$ cat src/rtl/core/kfd_pkg.sv
package kfd_pkg;

  // Framing bytes
  localparam logic [7:0] BYTE_FEND  = 8'hC0;
  localparam logic [7:0] BYTE_FESC  = 8'hDB;
  localparam logic [7:0] BYTE_TFEND = 8'hDC;
  localparam logic [7:0] BYTE_TFESC = 8'hDD;

  // Field widths
  localparam int unsigned POS_W = 13;
  localparam int unsigned SET_W = 12;

  // Payload bytes kept per frame
  localparam logic [POS_W-1:0] MAX_FRAME = POS_W'(512);

  // Command codes (low nibble of the first byte of a frame)
  typedef enum logic [3:0] {
    CTL_DATA     = 4'd0,
    CTL_TXDELAY  = 4'd1,
    CTL_PERSIST  = 4'd2,
    CTL_SLOTTIME = 4'd3,
    CTL_TXTAIL   = 4'd4
  } cmd_t;

  // Result kinds
  typedef enum logic [2:0] {
    KIND_DATA     = 3'd0,
    KIND_DONE     = 3'd1,
    KIND_TXDELAY  = 3'd2,
    KIND_TXTAIL   = 3'd3,
    KIND_SLOTTIME = 3'd4,
    KIND_PERSIST  = 3'd5
  } kind_t;

  // One result item, with a flag telling whether the step produced one
  typedef struct packed {
    logic             valid;
    kind_t            kind;
    logic [7:0]       data_byte;
    logic [POS_W-1:0] position;
    logic [SET_W-1:0] setting_value;
  } result_t;

  // Byte times ten as two shifted adds
  function automatic logic [SET_W-1:0] times_ten(input logic [7:0] b);
    logic [SET_W-1:0] w;
    begin
      w = SET_W'(b);
      times_ten = (w << 3) + (w << 1);
    end
  endfunction

endpackage

$ cat src/rtl/core/kfd_in_reg.sv
module kfd_in_reg (
  input  logic       clk,
  input  logic       rst,
  input  logic       in_valid,
  output logic       in_ready,
  input  logic [7:0] rx_byte,
  input  logic       take,
  output logic       item_valid,
  output logic [7:0] item_byte
);
  import kfd_pkg::*;

  logic       valid;
  logic [7:0] held_byte;

  // Accept when empty or when the held byte moves on this cycle
  assign in_ready = !valid || take;

  // Hold the received byte until the step stage takes it
  always_ff @(posedge clk) begin
    if (rst) begin
      valid <= 1'b0;
    end else if (in_ready) begin
      valid <= in_valid;
    end
  end

  always_ff @(posedge clk) begin
    if (in_valid && in_ready) begin
      held_byte <= rx_byte;
    end
  end

  assign item_valid = valid;
  assign item_byte  = held_byte;

endmodule

$ cat src/rtl/core/kfd_core.sv
module kfd_core (
  input  logic             clk,
  input  logic             rst,
  input  logic             advance,
  input  logic [7:0]       item_byte,
  output kfd_pkg::result_t res
);
  import kfd_pkg::*;

  logic             inside_frame, inside_frame_next;
  logic             escape_pending, escape_pending_next;
  logic             command_known, command_known_next;
  logic [3:0]       command_code, command_code_next;
  logic [POS_W-1:0] byte_count, byte_count_next;

  logic       is_data;
  logic       is_fend;
  logic [7:0] unesc;

  assign is_data = command_known && (command_code == CTL_DATA);
  assign is_fend = (item_byte == BYTE_FEND);

  // Translate the byte after an escape
  always_comb begin
    unesc = item_byte;
    if (escape_pending) begin
      if (item_byte == BYTE_TFEND) begin
        unesc = BYTE_FEND;
      end else if (item_byte == BYTE_TFESC) begin
        unesc = BYTE_FESC;
      end
    end
  end

  // Step the deframer for one byte
  always_comb begin
    inside_frame_next   = inside_frame;
    escape_pending_next = escape_pending;
    command_known_next  = command_known;
    command_code_next   = command_code;
    byte_count_next     = byte_count;
    res                 = '0;
    res.kind            = KIND_DATA;

    if (inside_frame && is_fend && is_data) begin
      // close the data frame, report its length
      inside_frame_next = 1'b0;
      res.valid         = 1'b1;
      res.kind          = KIND_DONE;
      res.position      = byte_count;
    end else if (is_fend) begin
      // open a frame; escape flag is left alone
      inside_frame_next  = 1'b1;
      command_known_next = 1'b0;
      byte_count_next    = '0;
    end else if (!inside_frame || byte_count >= MAX_FRAME) begin
      // drop
    end else if (byte_count == '0 && !command_known) begin
      command_known_next = 1'b1;
      command_code_next  = item_byte[3:0];
    end else if (command_known) begin
      case (command_code)
        CTL_DATA: begin
          if (item_byte == BYTE_FESC) begin
            escape_pending_next = 1'b1;
          end else begin
            escape_pending_next = 1'b0;
            byte_count_next     = byte_count + POS_W'(1);
            res.valid           = 1'b1;
            res.kind            = KIND_DATA;
            res.data_byte       = unesc;
            res.position        = byte_count;
          end
        end
        CTL_TXDELAY: begin
          res.valid         = 1'b1;
          res.kind          = KIND_TXDELAY;
          res.setting_value = times_ten(item_byte);
        end
        CTL_TXTAIL: begin
          res.valid         = 1'b1;
          res.kind          = KIND_TXTAIL;
          res.setting_value = times_ten(item_byte);
        end
        CTL_SLOTTIME: begin
          res.valid         = 1'b1;
          res.kind          = KIND_SLOTTIME;
          res.setting_value = times_ten(item_byte);
        end
        CTL_PERSIST: begin
          res.valid         = 1'b1;
          res.kind          = KIND_PERSIST;
          res.setting_value = SET_W'(item_byte);
        end
        default: begin
          // unused command, ignore
        end
      endcase
    end
  end

  // Commit state when the byte moves into the result register
  always_ff @(posedge clk) begin
    if (rst) begin
      inside_frame   <= 1'b0;
      escape_pending <= 1'b0;
      command_known  <= 1'b0;
      command_code   <= '0;
      byte_count     <= '0;
    end else if (advance) begin
      inside_frame   <= inside_frame_next;
      escape_pending <= escape_pending_next;
      command_known  <= command_known_next;
      command_code   <= command_code_next;
      byte_count     <= byte_count_next;
    end
  end

  a_count_bounded: assert property (@(posedge clk) disable iff (rst)
    byte_count <= MAX_FRAME)
    else $error("byte count above frame limit");

  a_done_leaves_frame: assert property (@(posedge clk) disable iff (rst)
    (advance && res.valid && res.kind == KIND_DONE) |=> !inside_frame)
    else $error("frame still open after completion");

  a_data_advances_count: assert property (@(posedge clk) disable iff (rst)
    (advance && res.valid && res.kind == KIND_DATA)
      |=> byte_count == $past(byte_count) + POS_W'(1))
    else $error("byte count did not advance on data byte");

  a_no_result_outside: assert property (@(posedge clk) disable iff (rst)
    (!inside_frame && res.valid) |-> 1'b0)
    else $error("result produced outside a frame");

endmodule

$ cat src/rtl/core/kfd_out_reg.sv
module kfd_out_reg (
  input  logic                    clk,
  input  logic                    rst,
  input  logic                    load,
  input  kfd_pkg::result_t        res,
  output logic                    open,
  output logic                    out_valid,
  input  logic                    out_ready,
  output logic [2:0]              kind,
  output logic [7:0]              data_byte,
  output logic [kfd_pkg::POS_W-1:0] position,
  output logic [kfd_pkg::SET_W-1:0] setting_value
);
  import kfd_pkg::*;

  logic    valid;
  result_t held;

  // Room for a new result when empty or being drained now
  assign open = !valid || out_ready;

  // Load a result or drop the flag once it is taken
  always_ff @(posedge clk) begin
    if (rst) begin
      valid <= 1'b0;
    end else if (load) begin
      valid <= res.valid;
    end else if (out_ready) begin
      valid <= 1'b0;
    end
  end

  always_ff @(posedge clk) begin
    if (load && res.valid) begin
      held <= res;
    end
  end

  assign out_valid     = valid;
  assign kind          = held.kind;
  assign data_byte     = held.data_byte;
  assign position      = held.position;
  assign setting_value = held.setting_value;

  a_load_only_open: assert property (@(posedge clk) disable iff (rst)
    load |-> open)
    else $error("result loaded over an untaken result");

  a_setting_fields_clear: assert property (@(posedge clk) disable iff (rst)
    (valid && held.kind != KIND_DATA && held.kind != KIND_DONE)
      |-> (held.data_byte == 8'h00 && held.position == '0))
    else $error("setting result carries byte or position");

  a_persist_raw: assert property (@(posedge clk) disable iff (rst)
    (valid && held.kind == KIND_PERSIST) |-> held.setting_value[SET_W-1:8] == '0)
    else $error("persistence value wider than a byte");

endmodule

$ cat src/rtl/core/kiss_frame_deframer.sv
// KISS deframer: takes one host-link byte per transaction and returns at most one
// result per byte: an unescaped data byte with its index, a data-frame-complete
// record with the length, or a TX delay / TX tail / slot time value (byte times
// ten) or a raw persistence value. Each byte passes through an input register, a
// single combinational step against the frame state, and a result register, so
// the block sustains one byte per clock while out_ready is high; out_valid rises
// once an accepted byte has moved from the input register to the result register,
// and bytes that produce no result still occupy the step. While a result waits
// with out_ready low, the input register takes one more byte and in_ready then
// stays low until the result is taken. Payload beyond 512 bytes is dropped.
module kiss_frame_deframer (
  input  logic                      clk,
  input  logic                      rst,
  input  logic                      in_valid,
  output logic                      in_ready,
  input  logic [7:0]                rx_byte,
  output logic                      out_valid,
  input  logic                      out_ready,
  output logic [2:0]                kind,
  output logic [7:0]                data_byte,
  output logic [kfd_pkg::POS_W-1:0] position,
  output logic [kfd_pkg::SET_W-1:0] setting_value
);
  import kfd_pkg::*;

  logic       item_valid;
  logic [7:0] item_byte;
  logic       open;
  logic       advance;
  result_t    res;

  // Move the held byte through the step when the result side has room
  assign advance = item_valid && open;

  kfd_in_reg u_in (
    .clk        (clk),
    .rst        (rst),
    .in_valid   (in_valid),
    .in_ready   (in_ready),
    .rx_byte    (rx_byte),
    .take       (advance),
    .item_valid (item_valid),
    .item_byte  (item_byte)
  );

  kfd_core u_core (
    .clk       (clk),
    .rst       (rst),
    .advance   (advance),
    .item_byte (item_byte),
    .res       (res)
  );

  kfd_out_reg u_out (
    .clk           (clk),
    .rst           (rst),
    .load          (advance),
    .res           (res),
    .open          (open),
    .out_valid     (out_valid),
    .out_ready     (out_ready),
    .kind          (kind),
    .data_byte     (data_byte),
    .position      (position),
    .setting_value (setting_value)
  );

endmodule
$ cat config.mk
export PLATFORM = sky130hd
export DESIGN_NAME = kiss_frame_deframer
export DESIGN_NICKNAME = d
export VERILOG_FILES = /design/src/rtl/core/kfd_pkg.sv /design/src/rtl/core/kfd_in_reg.sv /design/src/rtl/core/kfd_core.sv /design/src/rtl/core/kfd_out_reg.sv /design/src/rtl/core/kiss_frame_deframer.sv
export SDC_FILE = /design/constraint.sdc
export NUM_CORES = 1
export LEC_CHECK = 0
export ABC_CLOCK_PERIOD_IN_PS = 6800
export BUFFER_PORTS_ARGS = -buffer_cell sky130_fd_sc_hd__buf_4
export CORE_MARGIN = 5
export CORE_UTILIZATION = 25
export DETAILED_ROUTE_END_ITERATION = 16
export GPL_TIMING_DRIVEN = 1
export REMOVE_ABC_BUFFERS = 1
export SYNTH_ARGS = -nofsm -noshare
export SYNTH_HDL_FRONTEND = slang
export SYNTH_SLANG_ARGS = --single-unit
$ cat constraint.sdc
create_clock -name clk -period 6.8 [get_ports clk]
set_clock_uncertainty 0.1 [all_clocks]
set_input_delay 0.68 -clock clk [delete_from_list [all_inputs] [get_ports clk]]
set_output_delay 0.68 -clock clk [all_outputs]
set_load 0.01 [all_outputs]
# Word level (Yosys, flattened, before mapping)
# Cells that the tools add are included.
op_classes:
  n_reduce_logical: 29
  add_sub_neg: 2
  n_bitwise: 6
  muxes: 27
  eq_ne: 11
  n_lt_le_gt_ge: 1
op_table:
  columns: ["operator", "n"]
  rows:
  - ["$mux W37", 4]
  - ["$mux W13", 7]
  - ["$eq A8 B8 Y1 const B", 4]
  - ["$mux W25", 1]
  - ["$mux W8", 3]
  - ["$pmux W12 S2", 1]
  - ["$mux W21", 1]
  - ["$pmux W4 S5", 1]
  - ["$reduce_and A7 Y1", 2]
  - ["$add A13 B1 Y13 const B", 1]
  - ["$ge A13 B10 Y1 const B", 1]
  - ["$logic_not A13 Y1", 1]
  - ["$add A11 B9 Y12", 1]
  - ["$reduce_bool A2 Y1", 5]
  - ["$eq A4 B2 Y1 const B", 2]
  - ["$mux W1", 8]
  - ["$logic_and A1 B1 Y1", 7]
  - ["$reduce_or A7 Y1", 1]
  - ["$ne A2 B1 Y1 const B", 3]
  - ["$not A1 Y1", 6]
  - ["$reduce_and A5 Y1", 1]
  - ["$reduce_or A5 Y1", 1]
  - ["$eq A4 B1 Y1 const B", 1]
  - ["$eq A4 B3 Y1 const B", 1]
  - ["other kinds (7)", 12]
word_totals:
  out_inout_bits: 38
  register_bits: 66
  inputBits: 12

# Logic depth before layout (Yosys ltp)
logic_depth:
  word_depth: 12
  depth_mapped: 7

# Modules after synthesis
# A second synthesis with hierarchy kept.
unflattened:
  cells_unflattened: 271
  area_unflattened_um2: 3104.2
by_module_without_submodules:
  columns: ["module", "seq_area_each_um2", "area_each_um2", "instances", "cells_each"]
  rows:
  - ["kfd_core", 400.4, 1661.6, 1, 216]
  - ["kfd_out_reg", 1101.1, 1141.1, 1, 41]
  - ["kfd_in_reg", 260.2, 295.3, 1, 13]
  - ["kiss_frame_deframer", 0.0, 6.3, 1, 1]

# Worst setup path after synthesis
# Ideal clock, no wire load.
synth_path:
  kind: "reg2reg"
  from: "reg u_in.held_byte[3], in the netlist u_in.item_byte[3]"
  to: "reg u_out.held, in the netlist u_out.data_byte[0] (enable)"
  setup_ns: 0.395
  period_less_slack_ns: 3.229
  setup_slack_ns: 3.571
  path_buffers: 1
  arrival_time_ns: 2.734
  path_stages_with_launch: 7
  cell_sequence: "edfxtp_1 > or4_4 > nor2_1 > nand2_1 > a21oi_2 > clkbuf_1 > o21a_1"
synth_between:
  elab_chain_len: 9
  word_cells_on_any_way: 12
  cone_classes: "eq/ne: 2; mux: 7; reduce/logical: 3"
synth_rtl:
  columns: ["element", "line_no", "rtl"]
  rows:
  - ["from (decl)", "kfd_in_reg.sv:14", "logic [7:0] held_byte;"]
  - ["from (signal assigned)", "kfd_in_reg.sv:30", "held_byte <= rx_byte;"]
  - ["$eq A8 B8 Y1", "kfd_core.sv:64", "if (item_byte == BYTE_FESC) begin"]
  - ["$mux W25", "kfd_core.sv:64", null]
  - ["$pmux W4 S5", "kfd_core.sv:62", "case (command_code)"]
  - ["$mux W37", "kfd_core.sv:61", "end else if (command_known) begin"]
  - ["$mux W37", "kfd_core.sv:58", "end else if (byte_count == '0 && !command_known) begin"]
  - ["$mux W37", "kfd_core.sv:56", "end else if (!inside_frame || byte_count >= MAX_FRAME) begin"]
  - ["$mux W37", "kfd_core.sv:51", "end else if (is_fend) begin"]
  - ["$mux W4 *", "kfd_core.sv:45", "if (inside_frame && is_fend && is_data) begin"]
  - ["$logic_and A1 B1 Y1 *", "kfd_out_reg.sv:34", "if (load && res.valid) begin"]
  - ["to (signal assigned)", "kfd_out_reg.sv:35", "held <= res;"]
  - ["to (decl)", "kfd_out_reg.sv:17", "result_t held;"]
# Mark *: on every way between the ends. The rest lies on a longest branch, timed or not.
# A chain may end at the register's enable or synchronous reset.

# Final worst setup path
layout_path:
  from: "reg u_in.held_byte[3], in the netlist u_in.item_byte[3]"
  to: "reg u_out.held, in the netlist u_out.setting_value[10] (enable)"
# Same word-level chain as after synthesis.

==> results.cfg <==
[clock_tree]
path_clk_slew_ns = 0.05
cts_made_buffers = 9
clockRootBuffer = clkbuf_16
cts_hold_buf = 0
cts_tree = done
post_cts_buffers = 0
cts.sinks = 66
cts_buffer_depth = 2
clock_latency_ns = 0.33
cts_resized = 0
cts.htree.levels = 3

[pwr]
seq_power_share = 0.499
ir_drop_uv = 110
p_sw_uw = 185
p_leak_uw = 0.00149
p_int_uw = 694
pwr_density_cell_nw_per_um2 = 226
switching_share = 0.211
power_frac_comb = 0.051
p_clk_frac = 0.451

[yosys]
ys_types = 50
synth.yosys.warnings = 0
netlist_area_sq_um = 3080
synth_edf_count = 44
synth_cells = 265
yosysMostFrequentCell = edfxtp_1
yosysTopAreaCellShare = 0.428
synthTopCellsByArea = edfxtp_1 (43%), dfxtp_1 (14%), and2_1 (5.1%)
async_flop_share = 0
synth-simple-area-share = 0.213
synthMuxAreaShare = 0.0195
synth_top_family_by_area = simple AND/OR/NAND/NOR gates
ys_top_cells_by_count = edfxtp_1 (44), nor2_1 (27), and2_1 (25)
synth_compound_area_frac = 0.103
synthAdderAreaFrac = 0.0389
synth_xor_area_frac = 0.0312
synth_ff_type = edfxtp_1
post_synth.cell_area_avg_sq_um = 11.6
seq_area_frac_synth = 0.571
ys_ff_latch = 66
synth_largest_area_cell = edfxtp_1

[floorplan]
dieHeight_um = 121
row_count = 40
die_w_um = 121
ios = 50
die-area_sq_um = 14700
core_area_sq_um = 12100
start_util = 0.256

[worst_setup_path]
cp_max_fo = 36
max_stage_delay_ns = 0.61
worst-setup-path-type = reg2reg
start_kind = flop
slowest_stage = or4_4
arrival_ns = 2.92
end_kind = flop
crit_chain = or4_4, nor2_1, nand2_1, a21oi_2, o21a_1, buf_4
required_ns = 6.67

[global_routing]
grt.overflow.total = 0
grtUsageTotal = 0.0943
grt_max_degree = 37
grt_pass1_wl_mm = 10.9
antenna_found_initial = 0
grt_pass1_vias = 2121

[layout]
final_cells = 494
fill_cells = 1250
antenna_cells = 0
nets = 342
final_util = 0.322
drive_gt1_frac = 0.224
area_growth_pct = 26.1

[place]
port_buffers = 49
dp.cells = 478
hpwl_mm = 5.01
place.gp.congestion = 0.832

[sta]
maxSlewViolCount = 0
worstMarginPinSlew_ns = 0.794
fmax_ghz = 0.327
min_period_ns = 3.06
slew_headroom = 0.466
period_share = 0.450
hold_violations = 0
rsz0062_at_grt = no
finalSetupViolCount = 0
tns_ns = 0

[detailed_routing]
drt_iter0_drc = 98
antenna_left = 0
drt-total-wl_mm = 6.73
viasPerCell = 4.44
vias = 2191
wl_per_cell_um = 13.6
drtPass1Iterations = 4
drc = 0

[status]
outcome = finished, final reports clean

[hold_path]
hold_class = reg2reg

[run]
maxCapViolCount = 0
[state kept, by name, indices dropped and copies added, names as in the netlist]
register and flops:
u_core.byte_count 13, u_core.command_code 4, u_core.command_known 1, u_core.escape_pending 1
u_core.inside_frame 1, u_in.item_byte 8, u_in.item_valid 1, u_out.data_byte 8
u_out.kind 3, u_out.out_valid 1, u_out.position 13, u_out.setting_value 12
[routing by layer]
layer / routed length [um] / vias up / global-route usage
met5: 0 / - / 0
met4: 96 / 0 / 0.0425
met3: 502 / 8 / 0.0345
met2: 2960 / 65 / 0.134
met1: 3160 / 1024 / 0.127
li1: - / 1094 / -
[area by class of cell]
cell class	instances	area (sq um)	share of cell area
clock buffers	12	236	0.0608
flip-flops and latches	66	1760	0.453
multi-input cells	185	1250	0.322
clock inverters	4	20.0	0.00515
well taps	168	210	0.0541
repair buffers	50	375	0.0965
inverters	9	33.8	0.00869
[power groups by stage]
stage	clock network, uW	logic (uW)	registers [uW]
after detailed placement	0	44.7	446
after global placement	0	42.3	446
after global routing	423	49.5	439
after floorplan	0	30.9	443
final	396	44.5	438
after CTS	407	45.1	438
[worst paths after layout]
path,from,end,slack (ns),depth (start not counted)
min,u_core.byte_count[10]$_SDFFE_PP0P_,u_core.byte_count[10]$_SDFFE_PP0P_,0.38,1
min reg2reg,u_core.byte_count[10]$_SDFFE_PP0P_,u_core.byte_count[10]$_SDFFE_PP0P_,0.38,1
max,u_in.item_byte[3]$_DFFE_PP_,u_out.setting_value[10]$_SDFFCE_PP0P_,3.74,6
max reg2reg,u_in.item_byte[3]$_DFFE_PP_,u_out.setting_value[10]$_SDFFCE_PP0P_,3.74,6
[cell usage in the layout, fill, tap and decap left out, types with 6 or more instances in the layout]
| master | Yosys | layout |
|---|---|---|
| clkbuf_16 | 0 | 9 |
| o21ai_0 | 6 | 6 |
| nor4_1 | 6 | 6 |
| buf_4 | 0 | 50 |
| and2_1 | 25 | 25 |
| edfxtp_1 | 44 | 44 |
| xnor2_1 | 7 | 7 |
| mux2i_1 | 6 | 6 |
| ha_1 | 8 | 8 |
| a21oi_1 | 15 | 15 |
| nor3_1 | 8 | 8 |
| dfxtp_1 | 22 | 22 |
| nand2_1 | 12 | 12 |
| nand3_1 | 8 | 8 |
| inv_1 | 9 | 9 |
| nor2_1 | 27 | 27 |
[critical path, delay by kind of cell, from the launching register on]
kind                   cells  cell delay [ns]
AOI/OAI and AO/OA          2             0.65
buffers and inverters      1             0.39
DFF                        1             0.54
and+or+nand+nor            3             0.99
[cells by family after synthesis]
group,Yosys count
AOI/OAI and AO/OA,45
xor gates and xnor gates,11
adders and majority gates,9
buffers and inverters,14
DFF,66
muxes,6
and+or+nand+nor,114
[per-stage QoR]
| step | hold WS [ns] | setup WS, ns | power, uW | area, sq um |
|---|---|---|---|---|
| after global routing | 0.403 | 3.51 | 912 | 3890 |
| after detailed placement | 0.373 | 3.73 | 491 | 3630 |
| after global placement | 0.360 | 3.82 | 488 | 3630 |
| after CTS | 0.390 | 3.70 | 890 | 3890 |
| final | 0.385 | 3.74 | 879 | 3890 |
| after floorplan | 0.344 | 3.65 | 474 | 3050 |
Power figures use the tool's default switching activity.
